## src/sv/fuhc_pkg.sv

```systemverilog
// -----------------------------------------------------------------------------
// fuhc_pkg
// Types and constants shared by the firmware update header checker.
// -----------------------------------------------------------------------------
package fuhc_pkg;

  // Header layout.
  localparam int HEADER_BYTES = 128;
  localparam int SIG_CAPACITY = 72;

  localparam logic [7:0] POS_FORMAT   = 8'd4;
  localparam logic [7:0] POS_ROLE     = 8'd5;
  localparam logic [7:0] POS_RESERVED = 8'd6;
  localparam logic [7:0] POS_VERSION  = 8'd8;
  localparam logic [7:0] POS_SIZE     = 8'd12;
  localparam logic [7:0] POS_SIGLEN   = 8'd16;
  localparam logic [7:0] POS_SIG      = 8'd17;

  localparam logic [7:0] FORMAT_ID = 8'd1;

  localparam logic [7:0] MAGIC [4] = '{8'h43, 8'h4A, 8'h46, 8'h57};

  typedef logic [7:0]  byte_t;
  typedef logic [31:0] word_t;
  typedef logic [7:0]  hdr_pos_t;

  typedef enum logic [3:0] {
    ST_RECEIVING     = 4'd0,
    ST_INSTALLED     = 4'd1,
    ST_BAD_HEADER    = 4'd2,
    ST_WRONG_ROLE    = 4'd3,
    ST_DOWNGRADE     = 4'd4,
    ST_TOO_LARGE     = 4'd5,
    ST_TRUNCATED     = 4'd6,
    ST_BAD_SIGNATURE = 4'd7,
    ST_WRITE_ERROR   = 4'd8
  } status_t;

  typedef enum logic [1:0] {
    MODE_DATA   = 2'd0,
    MODE_FINISH = 2'd1,
    MODE_CANCEL = 2'd2,
    MODE_NOP    = 2'd3
  } mode_t;

  typedef enum logic [1:0] {
    CFG_EXPECTED_ROLE   = 2'd0,
    CFG_RUNNING_VERSION = 2'd1,
    CFG_MAX_IMAGE_BYTES = 2'd2,
    CFG_UNUSED          = 2'd3
  } cfg_idx_t;

  localparam word_t MAX_IMAGE_RESET = 32'd1048576;

  // Verdict on one header byte.
  typedef struct packed {
    logic malformed;
    logic role_bad;
    logic version_load;
    logic size_load;
    logic siglen_load;
  } hdr_chk_t;

  // One result transaction.
  typedef struct packed {
    status_t status;
    logic    image_byte_valid;
    byte_t   image_byte;
    logic    begin_image;
    logic    abort_image;
    logic    commit_image;
    word_t   image_size;
    word_t   image_version;
  } out_item_t;

endpackage

```

## src/sv/fuhc_channels.sv

```systemverilog
// -----------------------------------------------------------------------------
// fuhc channels
// Valid/ready interfaces for the input stream and the result stream.
// -----------------------------------------------------------------------------
interface fuhc_in_if
  import fuhc_pkg::*;
  ();
  logic  valid;
  logic  ready;
  logic [1:0] mode;
  byte_t data_byte;
  logic  write_failed;
  logic  signature_valid;

  modport source (output valid, mode, data_byte, write_failed, signature_valid,
                  input ready);
  modport sink   (input valid, mode, data_byte, write_failed, signature_valid,
                  output ready);
endinterface

interface fuhc_out_if
  import fuhc_pkg::*;
  ();
  logic    valid;
  logic    ready;
  status_t status;
  logic    image_byte_valid;
  byte_t   image_byte;
  logic    begin_image;
  logic    abort_image;
  logic    commit_image;
  word_t   image_size;
  word_t   image_version;

  modport source (output valid, status, image_byte_valid, image_byte, begin_image,
                  abort_image, commit_image, image_size, image_version,
                  input ready);
  modport sink   (input valid, status, image_byte_valid, image_byte, begin_image,
                  abort_image, commit_image, image_size, image_version,
                  output ready);
endinterface

```

## src/sv/fuhc_hdr_check.sv

```systemverilog
// -----------------------------------------------------------------------------
// fuhc_hdr_check
// Judges one header byte against the field that sits at its position.
// -----------------------------------------------------------------------------
module fuhc_hdr_check
  import fuhc_pkg::*;
(
  input  hdr_pos_t pos,
  input  byte_t    data_byte,
  input  byte_t    sig_len,
  input  byte_t    expected_role,
  output hdr_chk_t chk
);

  hdr_pos_t sig_off;

  assign sig_off = pos - POS_SIG;

  always_comb begin
    chk = '0;
    priority if (pos < POS_FORMAT) begin
      chk.malformed = (data_byte != MAGIC[pos[1:0]]);
    end else if (pos == POS_FORMAT) begin
      chk.malformed = (data_byte != FORMAT_ID);
    end else if (pos == POS_ROLE) begin
      chk.role_bad = (data_byte != expected_role);
    end else if (pos < POS_VERSION) begin
      chk.malformed = (data_byte != '0);
    end else if (pos < POS_SIZE) begin
      chk.version_load = 1'b1;
    end else if (pos < POS_SIGLEN) begin
      chk.size_load = 1'b1;
    end else if (pos == POS_SIGLEN) begin
      chk.siglen_load = 1'b1;
      chk.malformed   = (data_byte == '0) || (data_byte > byte_t'(SIG_CAPACITY));
    end else begin
      // Past the signature, every byte is padding and must be zero.
      chk.malformed = (sig_off >= sig_len) && (data_byte != '0);
    end
  end

endmodule

```

## src/sv/firmware_update_header_checker_top.sv

```systemverilog
// -----------------------------------------------------------------------------
// firmware_update_header_checker_top
// Header checker for a byte-wise firmware update stream.
// -----------------------------------------------------------------------------
// Usage: in_ch carries one stream transaction per handshake (a data byte,
// finish, cancel or no-op, with the sink and verifier verdicts). Each input
// transaction yields exactly one result transaction on out_ch, carrying the
// status after it, the image byte if the byte belongs to the image, and the
// begin/abort/commit pulses.
// The result is registered. Throughput is one transaction per cycle while
// in_ch.ready is high: the header checks and counters settle in one
// pass of logic ahead of the result register.
// Behind the result register sits a one-entry skid buffer, so a transaction
// is still taken while a result waits; in_ch.ready drops only when both hold
// results, and rises again once out_ch takes one.
// Reset (rst_n low at a clock edge) returns the block to receiving with an
// empty header, drops any pending results and restores the configuration
// defaults. Configuration is written through cfg_we/cfg_index/cfg_wdata
// while the block is idle; writes to an unused index are ignored.
// -----------------------------------------------------------------------------
module firmware_update_header_checker_top
  import fuhc_pkg::*;
(
  input  logic            clk,
  input  logic            rst_n,
  input  logic            cfg_we,
  input  cfg_idx_t        cfg_index,
  input  word_t           cfg_wdata,
  fuhc_in_if.sink         in_ch,
  fuhc_out_if.source      out_ch
);

  // Configuration.
  byte_t exp_role_r;
  word_t run_ver_r;
  word_t max_bytes_r;

  // Stream state.
  status_t  status_r,    status_nxt;
  hdr_pos_t hdr_cnt_r,   hdr_cnt_nxt;
  logic     malformed_r, malformed_nxt;
  logic     role_bad_r,  role_bad_nxt;
  byte_t    siglen_r,    siglen_nxt;
  word_t    version_r,   version_nxt;
  word_t    size_r,      size_nxt;
  word_t    written_r,   written_nxt;

  // Result register and skid entry.
  out_item_t out_r,   skid_r;
  logic      out_v_r, skid_v_r;
  out_item_t res;

  hdr_chk_t chk;
  logic     hdr_done;
  logic     in_fire;
  logic     out_fire;
  mode_t    mode;

  assign mode     = mode_t'(in_ch.mode);
  assign hdr_done = (hdr_cnt_r >= hdr_pos_t'(HEADER_BYTES));
  assign in_ch.ready = !skid_v_r;
  assign in_fire  = in_ch.valid && !skid_v_r;
  assign out_fire = out_v_r && out_ch.ready;

  fuhc_hdr_check u_hdr_check (
    .pos           (hdr_cnt_r),
    .data_byte     (in_ch.data_byte),
    .sig_len       (siglen_r),
    .expected_role (exp_role_r),
    .chk           (chk)
  );

  always_comb begin
    status_nxt    = status_r;
    hdr_cnt_nxt   = hdr_cnt_r;
    malformed_nxt = malformed_r;
    role_bad_nxt  = role_bad_r;
    siglen_nxt    = siglen_r;
    version_nxt   = version_r;
    size_nxt      = size_r;
    written_nxt   = written_r;
    res           = '0;

    if (status_r == ST_RECEIVING) begin
      unique case (mode)
        MODE_DATA: begin
          if (!hdr_done) begin
            hdr_cnt_nxt   = hdr_cnt_r + 8'd1;
            malformed_nxt = malformed_r | chk.malformed;
            role_bad_nxt  = role_bad_r | chk.role_bad;
            if (chk.version_load) version_nxt = {version_r[23:0], in_ch.data_byte};
            if (chk.size_load)    size_nxt    = {size_r[23:0], in_ch.data_byte};
            if (chk.siglen_load)  siglen_nxt  = in_ch.data_byte;
            // The last header byte settles the verdict on the whole header.
            if (hdr_cnt_r == hdr_pos_t'(HEADER_BYTES - 1)) begin
              priority if (malformed_nxt) begin
                status_nxt = ST_BAD_HEADER;
              end else if (role_bad_nxt) begin
                status_nxt = ST_WRONG_ROLE;
              end else if ((run_ver_r != '0) && (version_nxt < run_ver_r)) begin
                status_nxt = ST_DOWNGRADE;
              end else if ((size_nxt == '0) || (size_nxt > max_bytes_r)) begin
                status_nxt = ST_TOO_LARGE;
              end else if (in_ch.write_failed) begin
                status_nxt = ST_WRITE_ERROR;
              end else begin
                res.begin_image = 1'b1;
              end
            end
          end else if (written_r >= size_r) begin
            status_nxt      = ST_TOO_LARGE;
            res.abort_image = 1'b1;
          end else if (in_ch.write_failed) begin
            status_nxt      = ST_WRITE_ERROR;
            res.abort_image = 1'b1;
          end else begin
            res.image_byte_valid = 1'b1;
            res.image_byte       = in_ch.data_byte;
            written_nxt          = written_r + 32'd1;
          end
        end
        MODE_FINISH: begin
          priority if (!hdr_done || (written_r != size_r)) begin
            status_nxt      = ST_TRUNCATED;
            res.abort_image = hdr_done;
          end else if (in_ch.write_failed) begin
            status_nxt      = ST_WRITE_ERROR;
            res.abort_image = 1'b1;
          end else if (!in_ch.signature_valid) begin
            status_nxt      = ST_BAD_SIGNATURE;
            res.abort_image = 1'b1;
          end else begin
            status_nxt       = ST_INSTALLED;
            res.commit_image = 1'b1;
          end
        end
        MODE_CANCEL: begin
          status_nxt      = ST_TRUNCATED;
          res.abort_image = hdr_done;
        end
        MODE_NOP: begin
        end
        default: begin
        end
      endcase
    end

    res.status        = status_nxt;
    res.image_size    = size_nxt;
    res.image_version = version_nxt;
  end

  // Configuration registers.
  always_ff @(posedge clk) begin
    if (!rst_n) begin
      exp_role_r  <= '0;
      run_ver_r   <= '0;
      max_bytes_r <= MAX_IMAGE_RESET;
    end else if (cfg_we) begin
      unique case (cfg_index)
        CFG_EXPECTED_ROLE:   exp_role_r  <= cfg_wdata[7:0];
        CFG_RUNNING_VERSION: run_ver_r   <= cfg_wdata;
        CFG_MAX_IMAGE_BYTES: max_bytes_r <= cfg_wdata;
        CFG_UNUSED: begin
        end
        default: begin
        end
      endcase
    end
  end

  // Stream state advances on every accepted transaction.
  always_ff @(posedge clk) begin
    if (!rst_n) begin
      status_r    <= ST_RECEIVING;
      hdr_cnt_r   <= '0;
      malformed_r <= 1'b0;
      role_bad_r  <= 1'b0;
      siglen_r    <= '0;
      version_r   <= '0;
      size_r      <= '0;
      written_r   <= '0;
    end else if (in_fire) begin
      status_r    <= status_nxt;
      hdr_cnt_r   <= hdr_cnt_nxt;
      malformed_r <= malformed_nxt;
      role_bad_r  <= role_bad_nxt;
      siglen_r    <= siglen_nxt;
      version_r   <= version_nxt;
      size_r      <= size_nxt;
      written_r   <= written_nxt;
    end
  end

  // Result register with a skid entry behind it.
  always_ff @(posedge clk) begin
    if (!rst_n) begin
      out_v_r  <= 1'b0;
      skid_v_r <= 1'b0;
    end else if (skid_v_r) begin
      if (out_fire) begin
        skid_v_r <= 1'b0;
      end
    end else if (in_fire) begin
      if (!out_v_r || out_fire) begin
        out_v_r <= 1'b1;
      end else begin
        skid_v_r <= 1'b1;
      end
    end else if (out_fire) begin
      out_v_r <= 1'b0;
    end
  end

  always_ff @(posedge clk) begin
    if (skid_v_r) begin
      if (out_fire) out_r <= skid_r;
    end else if (in_fire) begin
      if (!out_v_r || out_fire) begin
        out_r <= res;
      end else begin
        skid_r <= res;
      end
    end
  end

  assign out_ch.valid            = out_v_r;
  assign out_ch.status           = out_r.status;
  assign out_ch.image_byte_valid = out_r.image_byte_valid;
  assign out_ch.image_byte       = out_r.image_byte;
  assign out_ch.begin_image      = out_r.begin_image;
  assign out_ch.abort_image      = out_r.abort_image;
  assign out_ch.commit_image     = out_r.commit_image;
  assign out_ch.image_size       = out_r.image_size;
  assign out_ch.image_version    = out_r.image_version;

endmodule

```

## src/flat_wrapper.sv

```systemverilog
// flat-port wrapper written by rule: the top's interface ports become plain ports
module firmware_update_header_checker_top_flat import fuhc_pkg::*;
  (clk, rst_n, cfg_we, cfg_index, cfg_wdata, in_ch_valid, in_ch_mode, in_ch_data_byte, in_ch_write_failed, in_ch_signature_valid, in_ch_ready, out_ch_valid, out_ch_status, out_ch_image_byte_valid, out_ch_image_byte, out_ch_begin_image, out_ch_abort_image, out_ch_commit_image, out_ch_image_size, out_ch_image_version, out_ch_ready);
  fuhc_in_if in_ch_i ();
  fuhc_out_if out_ch_i ();
  input  logic clk;
  input  logic rst_n;
  input  logic cfg_we;
  input  cfg_idx_t cfg_index;
  input  word_t cfg_wdata;
  input wire logic [$bits(in_ch_i.valid)-1:0] in_ch_valid;
  input wire logic [$bits(in_ch_i.mode)-1:0] in_ch_mode;
  input wire logic [$bits(in_ch_i.data_byte)-1:0] in_ch_data_byte;
  input wire logic [$bits(in_ch_i.write_failed)-1:0] in_ch_write_failed;
  input wire logic [$bits(in_ch_i.signature_valid)-1:0] in_ch_signature_valid;
  output wire logic [$bits(in_ch_i.ready)-1:0] in_ch_ready;
  output wire logic [$bits(out_ch_i.valid)-1:0] out_ch_valid;
  output wire logic [$bits(out_ch_i.status)-1:0] out_ch_status;
  output wire logic [$bits(out_ch_i.image_byte_valid)-1:0] out_ch_image_byte_valid;
  output wire logic [$bits(out_ch_i.image_byte)-1:0] out_ch_image_byte;
  output wire logic [$bits(out_ch_i.begin_image)-1:0] out_ch_begin_image;
  output wire logic [$bits(out_ch_i.abort_image)-1:0] out_ch_abort_image;
  output wire logic [$bits(out_ch_i.commit_image)-1:0] out_ch_commit_image;
  output wire logic [$bits(out_ch_i.image_size)-1:0] out_ch_image_size;
  output wire logic [$bits(out_ch_i.image_version)-1:0] out_ch_image_version;
  input wire logic [$bits(out_ch_i.ready)-1:0] out_ch_ready;
  assign in_ch_i.valid = in_ch_valid;
  assign in_ch_i.mode = in_ch_mode;
  assign in_ch_i.data_byte = in_ch_data_byte;
  assign in_ch_i.write_failed = in_ch_write_failed;
  assign in_ch_i.signature_valid = in_ch_signature_valid;
  assign in_ch_ready = in_ch_i.ready;
  assign out_ch_valid = out_ch_i.valid;
  assign out_ch_status = out_ch_i.status;
  assign out_ch_image_byte_valid = out_ch_i.image_byte_valid;
  assign out_ch_image_byte = out_ch_i.image_byte;
  assign out_ch_begin_image = out_ch_i.begin_image;
  assign out_ch_abort_image = out_ch_i.abort_image;
  assign out_ch_commit_image = out_ch_i.commit_image;
  assign out_ch_image_size = out_ch_i.image_size;
  assign out_ch_image_version = out_ch_i.image_version;
  assign out_ch_i.ready = out_ch_ready;
  firmware_update_header_checker_top u_core (.clk(clk), .rst_n(rst_n), .cfg_we(cfg_we), .cfg_index(cfg_index), .cfg_wdata(cfg_wdata), .in_ch(in_ch_i), .out_ch(out_ch_i));
endmodule
```

## config.mk

```make
export PLATFORM = sky130hd
export DESIGN_NAME = firmware_update_header_checker_top_flat
export DESIGN_NICKNAME = d
export VERILOG_FILES = /design/src/sv/fuhc_pkg.sv /design/src/sv/fuhc_channels.sv /design/src/sv/fuhc_hdr_check.sv /design/src/sv/firmware_update_header_checker_top.sv /design/src/flat_wrapper.sv
export SDC_FILE = /design/constraint.sdc
export NUM_CORES = 1
export LEC_CHECK = 0
export BUFFER_PORTS_ARGS = -buffer_cell sky130_fd_sc_hd__buf_2
export CAP_MARGIN = 20
export CORE_UTILIZATION = 40
export CTS_CLUSTER_DIAMETER = 150
export DETAILED_ROUTE_END_ITERATION = 7
export PLACE_DENSITY_LB_ADDON = 0.08
export SYNTH_ARGS = -nofsm -noshare
export SYNTH_HDL_FRONTEND = slang
export SYNTH_HIERARCHICAL = 1
export SYNTH_SLANG_ARGS = --single-unit
```

## constraint.sdc

```tcl
create_clock -name clk -period 14 [get_ports clk]
set_input_delay 1.4 -clock clk [delete_from_list [all_inputs] [get_ports clk]]
set_output_delay 1.4 -clock clk [all_outputs]
set_load 0.005 [all_outputs]
```

After elaboration in Yosys (flattened, before gate mapping) --
Index checks and enable logic that the tools add are counted.
Word-level totals: bits in registers 352, input bits 51, output and inout bits 82, logic and storage cells 176
Cells by class: $add $sub $neg 3, magnitude comparators 11, equality and inequality tests 14, mux-type cells 81, bitwise gates (word level) 8, reductions and logical operators 30
Operators with widths (number):
- $mux 32 | 14
- $mux 80 | 4
- $mux 4 | 13
- $mux 1 | 36
- $add 32x1->32 const B | 1
- $ge 32x32->1 | 1
- $gt 32x32->1 | 1
- $logic_not 32->1 | 1
- $lt 32x32->1 | 1
- $ne 32x32->1 | 1
- $reduce_bool 32->1 | 1
- $mux 9 | 3
- $bmux 8 s2 | 1
- $eq 8x3->1 const B | 2
- $lt 8x4->1 const B | 2
- $mux 8 | 2
- $ne 8x8->1 | 2
- $mux 12 | 1
- $pmux 4 s3 | 1
- $mux 10 | 1
- $mux 3 | 3
- $reduce_and 3->1 | 3
- $add 8x1->8 const B | 1
- $eq 8x5->1 const B | 1
- other kinds (29) | 50

Depth between registers and ports, before layout --
Gate-level depths: netlist of the first run.
depth in word-level cells 25, gate-level depth with buffers 18, mapped depth without buffers 16

By module --
The synthesis of the first run kept the hierarchy.
Modules (own cells, without submodules):
- firmware_update_header_checker_top | instances 1, cells an instance 1844, area an instance 17159.0 µm², sequential area each 8648.3 µm²
- fuhc_hdr_check | instances 1, cells an instance 94, area an instance 670.6 µm², sequential area each 0.0 µm²

Worst setup path after synthesis of the first run --
OpenSTA, ideal clock, no wires.
path kind input to register, from input port in_ch_valid, to register u_core.out_r, in the netlist u_core/out_ch.abort_image, enable pin, setup time 0.545 ns, arrival time 5.723 ns, data required time 13.455 ns, setup slack 7.733 ns, stages on the path 4, path buffers 1, cells stage by stage nor2b_1 > clkbuf_1 > a21oi_1 > a21oi_1
On the way: word-level cells in the longest chain between the ends 3
RTL lines:
- start: declaration | line flat_wrapper.sv:11 | input wire logic [$bits(in_ch_i.valid)-1:0] in_ch_valid;
- $logic_and 1x1->1 | line firmware_update_header_checker_top.sv:62 | assign in_fire = in_ch.valid && !skid_v_r;
- $reduce_bool 2->1 (no source line)
- $reduce_and 3->1 (no source line)
- end signal: assignment | line firmware_update_header_checker_top.sv:217 | if (out_fire) out_r <= skid_r;
- end signal: assignment | line firmware_update_header_checker_top.sv:220 | out_r <= res;
- end: declaration | line firmware_update_header_checker_top.sv:49 | out_item_t out_r, skid_r;
No other way between the ends. A chain may end at the register's enable or synchronous reset.

==> metrics.yaml, run 1 <==
drt_iter0_markers: 892
hold_path.class: "reg2reg"
die_area_um2: 45400
synth_top_family_by_area: "simple AND/OR/NAND/NOR gates"
ioPinCount: 133
grt_pass1_wl_mm: 75.8
drc: 0
yosys.area.top_type: "edfxtp_1"
yosys.area.top_type_share: 0.269
core_um2: 43600
synth-edff-count: 160
async_reset_ff_frac: 0
netlist_top_cells_area: "edfxtp_1 (27%), dfxtp_1 (22%), ha_1 (7.7%)"
cts_tree: "done"
crit_slowest_cell: "dfxtp_1"
wl_mm: 48.9
drive_gt1_frac: 0.136
ys.flop_type: "dfxtp_1"
clkSlewWorstSetupHoldPaths_ps: 60
final_common_cell: "nand2_1"
fmax_mhz: 212
synth-simple-area-share: 0.166
synth_compound_area_frac: 0.114
cts_made_buffers: 39
rsz0062_at_grt: "false"
syn-num-nets: 2099
clock_path_buffers: 3
initial_core_util: 0.409
gp_congestion: 0.862
fin_setup_tns_ps: 0
drv_slew: 0
post-route-cell-area_um2: 20300
layout.nets: 2196
port_buffers: 132
grt_pass1_vias: 13164
synth-xor-area-share: 0.0221
clk_latency_ps: 560
relSlewSlack: 0.273
regArea_um2: 8650
die_height_um: 213
rows: 76
synth_cells: 1938
final_util: 0.466
setup.worst_path.end_class: "flip-flop"
ys_types: 70
peakVddDrop_mv: 0.0703
placed_cell_area_um2: 19000
avgViaCountPerCell: 5.17
status: "completed"
drv_cap: 0
synth_fa_ha_area_frac: 0.0772
wl_per_cell_um: 18.5
period_share: 0.337
ant_nets: 0
critical_path.max_fanout: 33
firstDrtPassIters: 5
area_delta_synth_final_pct: 13.8
worstMarginPinSlew_ps: 1090
cpPeakStageDelay_ps: 500
grt-ovfl-total: 0
ctsResizeCount: 0
final_cell_mix: "nand2_1 (272), nor2_1 (196), a21oi_1 (193), dfxtp_1 (191), inv_1 (187)"
postCtsSetupRepairBufs: 0
cts_max_level: 2
cts_sinks: 352
antennaDiodeCount: 0
arrival_ps: 5130
syn_area_per_cell_um2: 9.20
grt_start_max_net_pins: 91
p_per_area_nw_per_um2: 114
grt_usage: 0.219
mappedNetlistArea_um2: 17800
n_fill_cell: 4331
final.min_clock_period_ps: 4710
via_count: 13706
setup_viol: 0
yosys_warnings: 6
critical_path.top_delay_family: "simple AND/OR/NAND/NOR gates"
yosys_register_bits: 352
multi_input_area_um2: 8130
critPathKind: "reg2reg"
muxShareOfSynthArea: 0.0737
worst-path-buf-inv: 1
start_kind: "flip-flop"
power.leakage_nw: 8.08
hold_viol: 0
hpwl_mm: 35.5
cp_cell_sequence: "or3_1, nor2_1, nand2_1, nor2_2, buf_4, mux2_2, ha_1, nand4_1, nor4_1, a221oi_1, a31o_2, nand3_1, nand4_1, o21ai_0, mux2_2"
required_ps: 14420
root_buffer: "clkbuf_16"
antenna_found_initial: 0
seq_area_frac_synth: 0.485
final.setup_skew_ps: 20.3
die_x_um: 213
hold_buffers: 0
## report_power, final
group          switching [mW]  internal (mW)  leakage (nW)
clock network           0.419          0.567         0.599
registers              0.0183           1.11          3.00
logic                   0.125         0.0639          4.47
total                   0.562           1.74          8.08
## sequential cells by signal (all words and copies together) (netlist names)
name and flops:
u_core/role_bad_r 1, u_core/skid_r 80, u_core/size_r 32, u_core/out_ch.image_version 32, u_core/siglen_r 8, u_core/skid_v_r 1, u_core/out_ch.valid 1, u_core/hdr_cnt_r 8
u_core/run_ver_r 32, u_core/out_ch.status 4, u_core/max_bytes_r 32, u_core/out_ch.commit_image 1, u_core/status_r 4, u_core/malformed_r 1, u_core/version_r 32, u_core/out_ch.abort_image 1
u_core/out_ch.image_size 32, u_core/exp_role_r 8, u_core/out_ch.image_byte_valid 1, u_core/out_ch.image_byte 8, u_core/out_ch.begin_image 1, u_core/written_r 32
## worst register-to-register path, stage by stage (launching register included)
cell	delay, ps
dfxtp_1	500
or3_1	480
nor2_1	170
nand2_1	130
nor2_2	110
buf_4	400
mux2_2	440
ha_1	320
nand4_1	120
nor4_1	400
a221oi_1	130
a31o_2	280
nand3_1	270
nand4_1	230
o21ai_0	370
mux2_2	230
## per-layer routing
metal | global-route usage | share of wire
met5 | 0 | 0
met4 | 0.0905 | 0.040
met3 | 0.0357 | 0.040
met2 | 0.354 | 0.46
met1 | 0.289 | 0.46
## metrics by stage
step,power (mW),cells,hold slack (ps),setup slack [ps]
CTS,2.34,2649,459,9300
global placement,1.34,2577,443,9400
finish,2.31,2650,458,9290
global route,2.40,2650,475,8900
detailed placement,1.35,2578,450,9350
floorplan,1.26,1938,436,7730
## kinds of logic (layout without fill, tap and decap cells)
group                    after synthesis  after routing
XOR/XNOR                              45             45
buffers and inverters                286            413
AO/OA/AOI/OAI                        369            369
multiplexers                         125            125
adder cells (fa/ha/maj)              110            110
AND/OR/NAND/NOR                      651            651
flip-flops                           352            352
## cells in the mapped netlist, types with 3 or more instances
| library cell | instances |
|---|---|
| buf_2 | 8 |
| o21ai_0 | 110 |
| clkbuf_1 | 73 |
| o211a_1 | 4 |
| and4_1 | 7 |
| a21boi_0 | 3 |
| xnor2_1 | 12 |
| nand4_1 | 33 |
| o211ai_1 | 7 |
| nand2_1 | 273 |
| o31ai_1 | 4 |
| edfxtp_1 | 160 |
| nand2b_1 | 3 |
| dfxtp_1 | 192 |
| nor2b_1 | 6 |
| a211oi_1 | 7 |
| mux2_2 | 50 |
| buf_1 | 14 |
| nor3_1 | 12 |
| nor2_1 | 198 |
| and3_1 | 12 |
| a221oi_1 | 3 |
| a31oi_1 | 7 |
| nand3_1 | 37 |
| ha_1 | 110 |
| or4_1 | 4 |
| o21a_1 | 3 |
| a21oi_1 | 194 |
| mux2i_1 | 75 |
| a21o_1 | 5 |
| and2_1 | 11 |
| inv_1 | 188 |
| xor2_1 | 33 |
| nor4_1 | 25 |
| a2111oi_0 | 3 |
| or3_1 | 7 |
## path summary, 6_finish.rpt
check / from / end / slack (ps) / cells past startpoint
worst min register to register: u_core/max_bytes_r[5] / u_core/max_bytes_r[5] / 460 / 2
worst min-delay path: u_core/max_bytes_r[5] / u_core/max_bytes_r[5] / 460 / 2
worst max register to register: u_core/hdr_cnt_r[7] / u_core/out_ch.status[3] / 9290 / 15
worst max-delay path: u_core/hdr_cnt_r[7] / u_core/out_ch.status[3] / 9290 / 15
## cell type report
class / count / share of cell area
flip-flops and latches: 352 / 0.427
multi-input cells: 1300 / 0.401
clock buffers: 54 / 0.0540
repair buffers: 153 / 0.0417
well taps: 585 / 0.0361
inverters: 189 / 0.0351
clock inverters: 17 / 0.00561
Note: power is estimated with default switching activity, not from simulation.
==> inputs of run 2 (changes only) <==
--- a/config.mk
+++ b/config.mk
@@ -5,6 +5,7 @@
 export SDC_FILE = /design/constraint.sdc
 export NUM_CORES = 1
 export LEC_CHECK = 0
+export ABC_AREA = 1
 export BUFFER_PORTS_ARGS = -buffer_cell sky130_fd_sc_hd__buf_2
 export CAP_MARGIN = 20
 export CORE_UTILIZATION = 40
==> constraint.sdc (replaced) <==
create_clock -name clk -period 4.8 [get_ports clk]
set_input_delay 0.48 -clock clk [delete_from_list [all_inputs] [get_ports clk]]
set_output_delay 0.48 -clock clk [all_outputs]
set_load 0.005 [all_outputs]
==> run 2 against run 1 <==
Compared with the run above:
- critical path depth up 10
- design area increased by 3.4%
- first-iteration DRC count rose by 36%
- sequential share of layout area down 1.4 points
- sequential power grew to 3.0 times the previous value
- via count increased by 14%
- worst setup slack worse by 8500 ps
- clock skew is 6.8 ps lower
- count of clock-buffer cells in the layout is 9 higher
- global-route usage rose by 1.1 points
- critical endpoint is now u_core/out_ch.status[0]
- largest power group unchanged
==> metrics.yaml, run 2 <==
status: "completed"
rows: 78
yosys.area.top_type_share: 0.260
hold_path.class: "in2reg"
final.min_clock_period_ps: 3980
hold_buffers: 0
wl_per_cell_um: 17.5
area_delta_synth_final_pct: 13.7
use_met1: 0.337
synth_commonest_cells: "nand2_1 (611), inv_1 (319), o21ai_0 (291)"
grt_pass1_wl_mm: 83.2
async_reset_ff_frac: 0
gp_congestion: 0.879
cts_tree: "done"
drt_iter0_markers: 1211
drive_gt1_frac: 0.103
setup_viol: 0
critPathKind: "reg2reg"
via_count: 15597
final_cell_mix: "nand2_1 (610), inv_1 (317), o21ai_0 (291), a21oi_1 (228), dfxtp_1 (191)"
drc: 0
initial_core_util: 0.406
hold_viol: 0
ioPinCount: 133
fin_setup_tns_ps: 0
die_height_um: 217
rsz0062_at_grt: "false"
grt_start_max_net_pins: 89
yosys_warnings: 6
clk_latency_ps: 570
grt-ovfl-total: 0
required_ps: 5120
reg2reg_depth: 25
regMostFlops: "u_core/skid_r"
die_area_um2: 47000
postCtsSetupRepairBufs: 0
die_x_um: 217
relSlewSlack: 0.284
cts_sinks: 352
critical_path.max_fanout: 35
peakVddDrop_mv: 0.210
avgViaCountPerCell: 5.08
syn-num-nets: 2507
firstDrtPassIters: 5
fin_hold_ws_ps: 194
p_per_area_nw_per_um2: 357
setup.worst_path.end_class: "flip-flop"
power.leakage_nw: 9.18
drv_cap: 0
n_fill_cell: 4589
hpwl_mm: 39.6
clock_path_buffers: 3
grt_usage: 0.230
largest_register_ffs: 80
cts_max_level: 2
final_util: 0.461
ant_nets: 0
ys.flop_type: "dfxtp_1"
syn_area_per_cell_um2: 7.87
synth_cells: 2346
drv_slew: 0
worstMarginPinSlew_ps: 1060
core_um2: 45500
ctsResizeCount: 0
synth-edff-count: 160
grt_pass1_vias: 14295
arrival_ps: 4300
total_power_mw: 7.50
period_share: 0.830
seq_area_frac_synth: 0.468
cts_made_buffers: 41
hold_depth: 3
met2_usage: 0.340
root_buffer: "clkbuf_16"
port_buffers: 132
clkSlewWorstSetupHoldPaths_ps: 60
wl_mm: 53.8
ys_types: 41
yosys.cell_count.top_type: "nand2_1"
grt.busiest_layer: "met2"
mappedNetlistArea_um2: 18500
yosys_register_bits: 352
start_kind: "flip-flop"
antenna_found_initial: 3
grtUsageMet3: 0.0491
fmax_mhz: 251
final_common_cell: "nand2_1"
yosys.area.top_type: "edfxtp_1"
final.setup_skew_ps: 13.5
antennaDiodeCount: 0
layout.nets: 2600
netlist_top_cells_area: "edfxtp_1 (26%), dfxtp_1 (21%), nand2_1 (12%)"
-- run 2: cell count changes after synthesis, sizes merged, moves of 36 or more --
cell   delta
nor2     -66
inv     +140
nand2   +342
mux2i    -75
a21oi    +36
mux2     -42
o21ai   +185
-- run 2: cell type report --
cell class                 count  area, um^2  area share
sequential                   352        8650       0.412
clock inverter                12         153     0.00727
clock buffer                  63        1200      0.0572
timing repair buffer         149         813      0.0388
tap                          600         751      0.0358
multi-input combinational   1565        8180       0.390
inverter                     330        1240      0.0591
-- run 2: routing by layer --
metal | up-vias | part of all wire
met3 | 69 | 0.073
met2 | 447 | 0.42
met5 | - | 0
li1 | 7873 | -
met1 | 7208 | 0.49
met4 | 0 | 0.022
-- run 2: logic make-up after synthesis --
| kind of cell | after synthesis | synth area share |
|---|---|---|
| AND/OR/NAND/NOR | 860 | 0.191 |
| AO/OA/AOI/OAI | 542 | 0.150 |
| buffers and inverters | 429 | 0.0902 |
| flip-flops | 352 | 0.468 |
| adder cells (fa/ha/maj) | 110 | 0.0746 |
| XOR/XNOR | 45 | 0.0213 |
| multiplexers | 8 | 0.00488 |
-- run 2: power by group --
group | internal [mW] | leakage [nW] | switching (mW)
combinational | 0.305 | 5.41 | 0.668
sequential | 3.32 | 3.12 | 0.0599
clock | 1.89 | 0.653 | 1.26
-- run 2: worst paths after layout --
check / start / to / slack (ps)
hold / removal: cfg_wdata[20] / u_core/max_bytes_r[20] / 190
setup / recovery: u_core/hdr_cnt_r[5] / u_core/out_ch.status[0] / 820
setup reg to reg: u_core/hdr_cnt_r[5] / u_core/out_ch.status[0] / 820
hold reg to reg: u_core/max_bytes_r[2] / u_core/max_bytes_r[2] / 460
-- run 2: through the flow --
| step | setup slack [ps] | std cells | instance area (um^2) |
|---|---|---|---|
| after global routing | 388 | 3071 | 21000 |
| final | 816 | 3071 | 21000 |
| after detailed placement | 874 | 2996 | 19600 |
| after CTS | 868 | 3071 | 21000 |
| after global placement | 968 | 2996 | 19600 |
| after floorplan | 1270 | 2346 | 18500 |
-- run 2: worst max-delay path, stage by stage, from the launching register on --
cell and delay [ps]:
dfxtp_1 360, nor2_4 160, nand3_2 120, inv_2 100, nand2_1 140, nor2_4 640, buf_4 320, nand2_1 70
o21ai_0 130, ha_1 310, a21oi_1 160, o21ai_0 100, a21oi_1 130, nand2_1 130, nand2_1 90, nand2_1 130
nand2_1 90, nand2_1 50, nand2_1 80, nand2_1 50, nand2_1 60, nand2_1 50, nand2_1 80, nand2_1 70
nand2_1 60, nand2_1 60
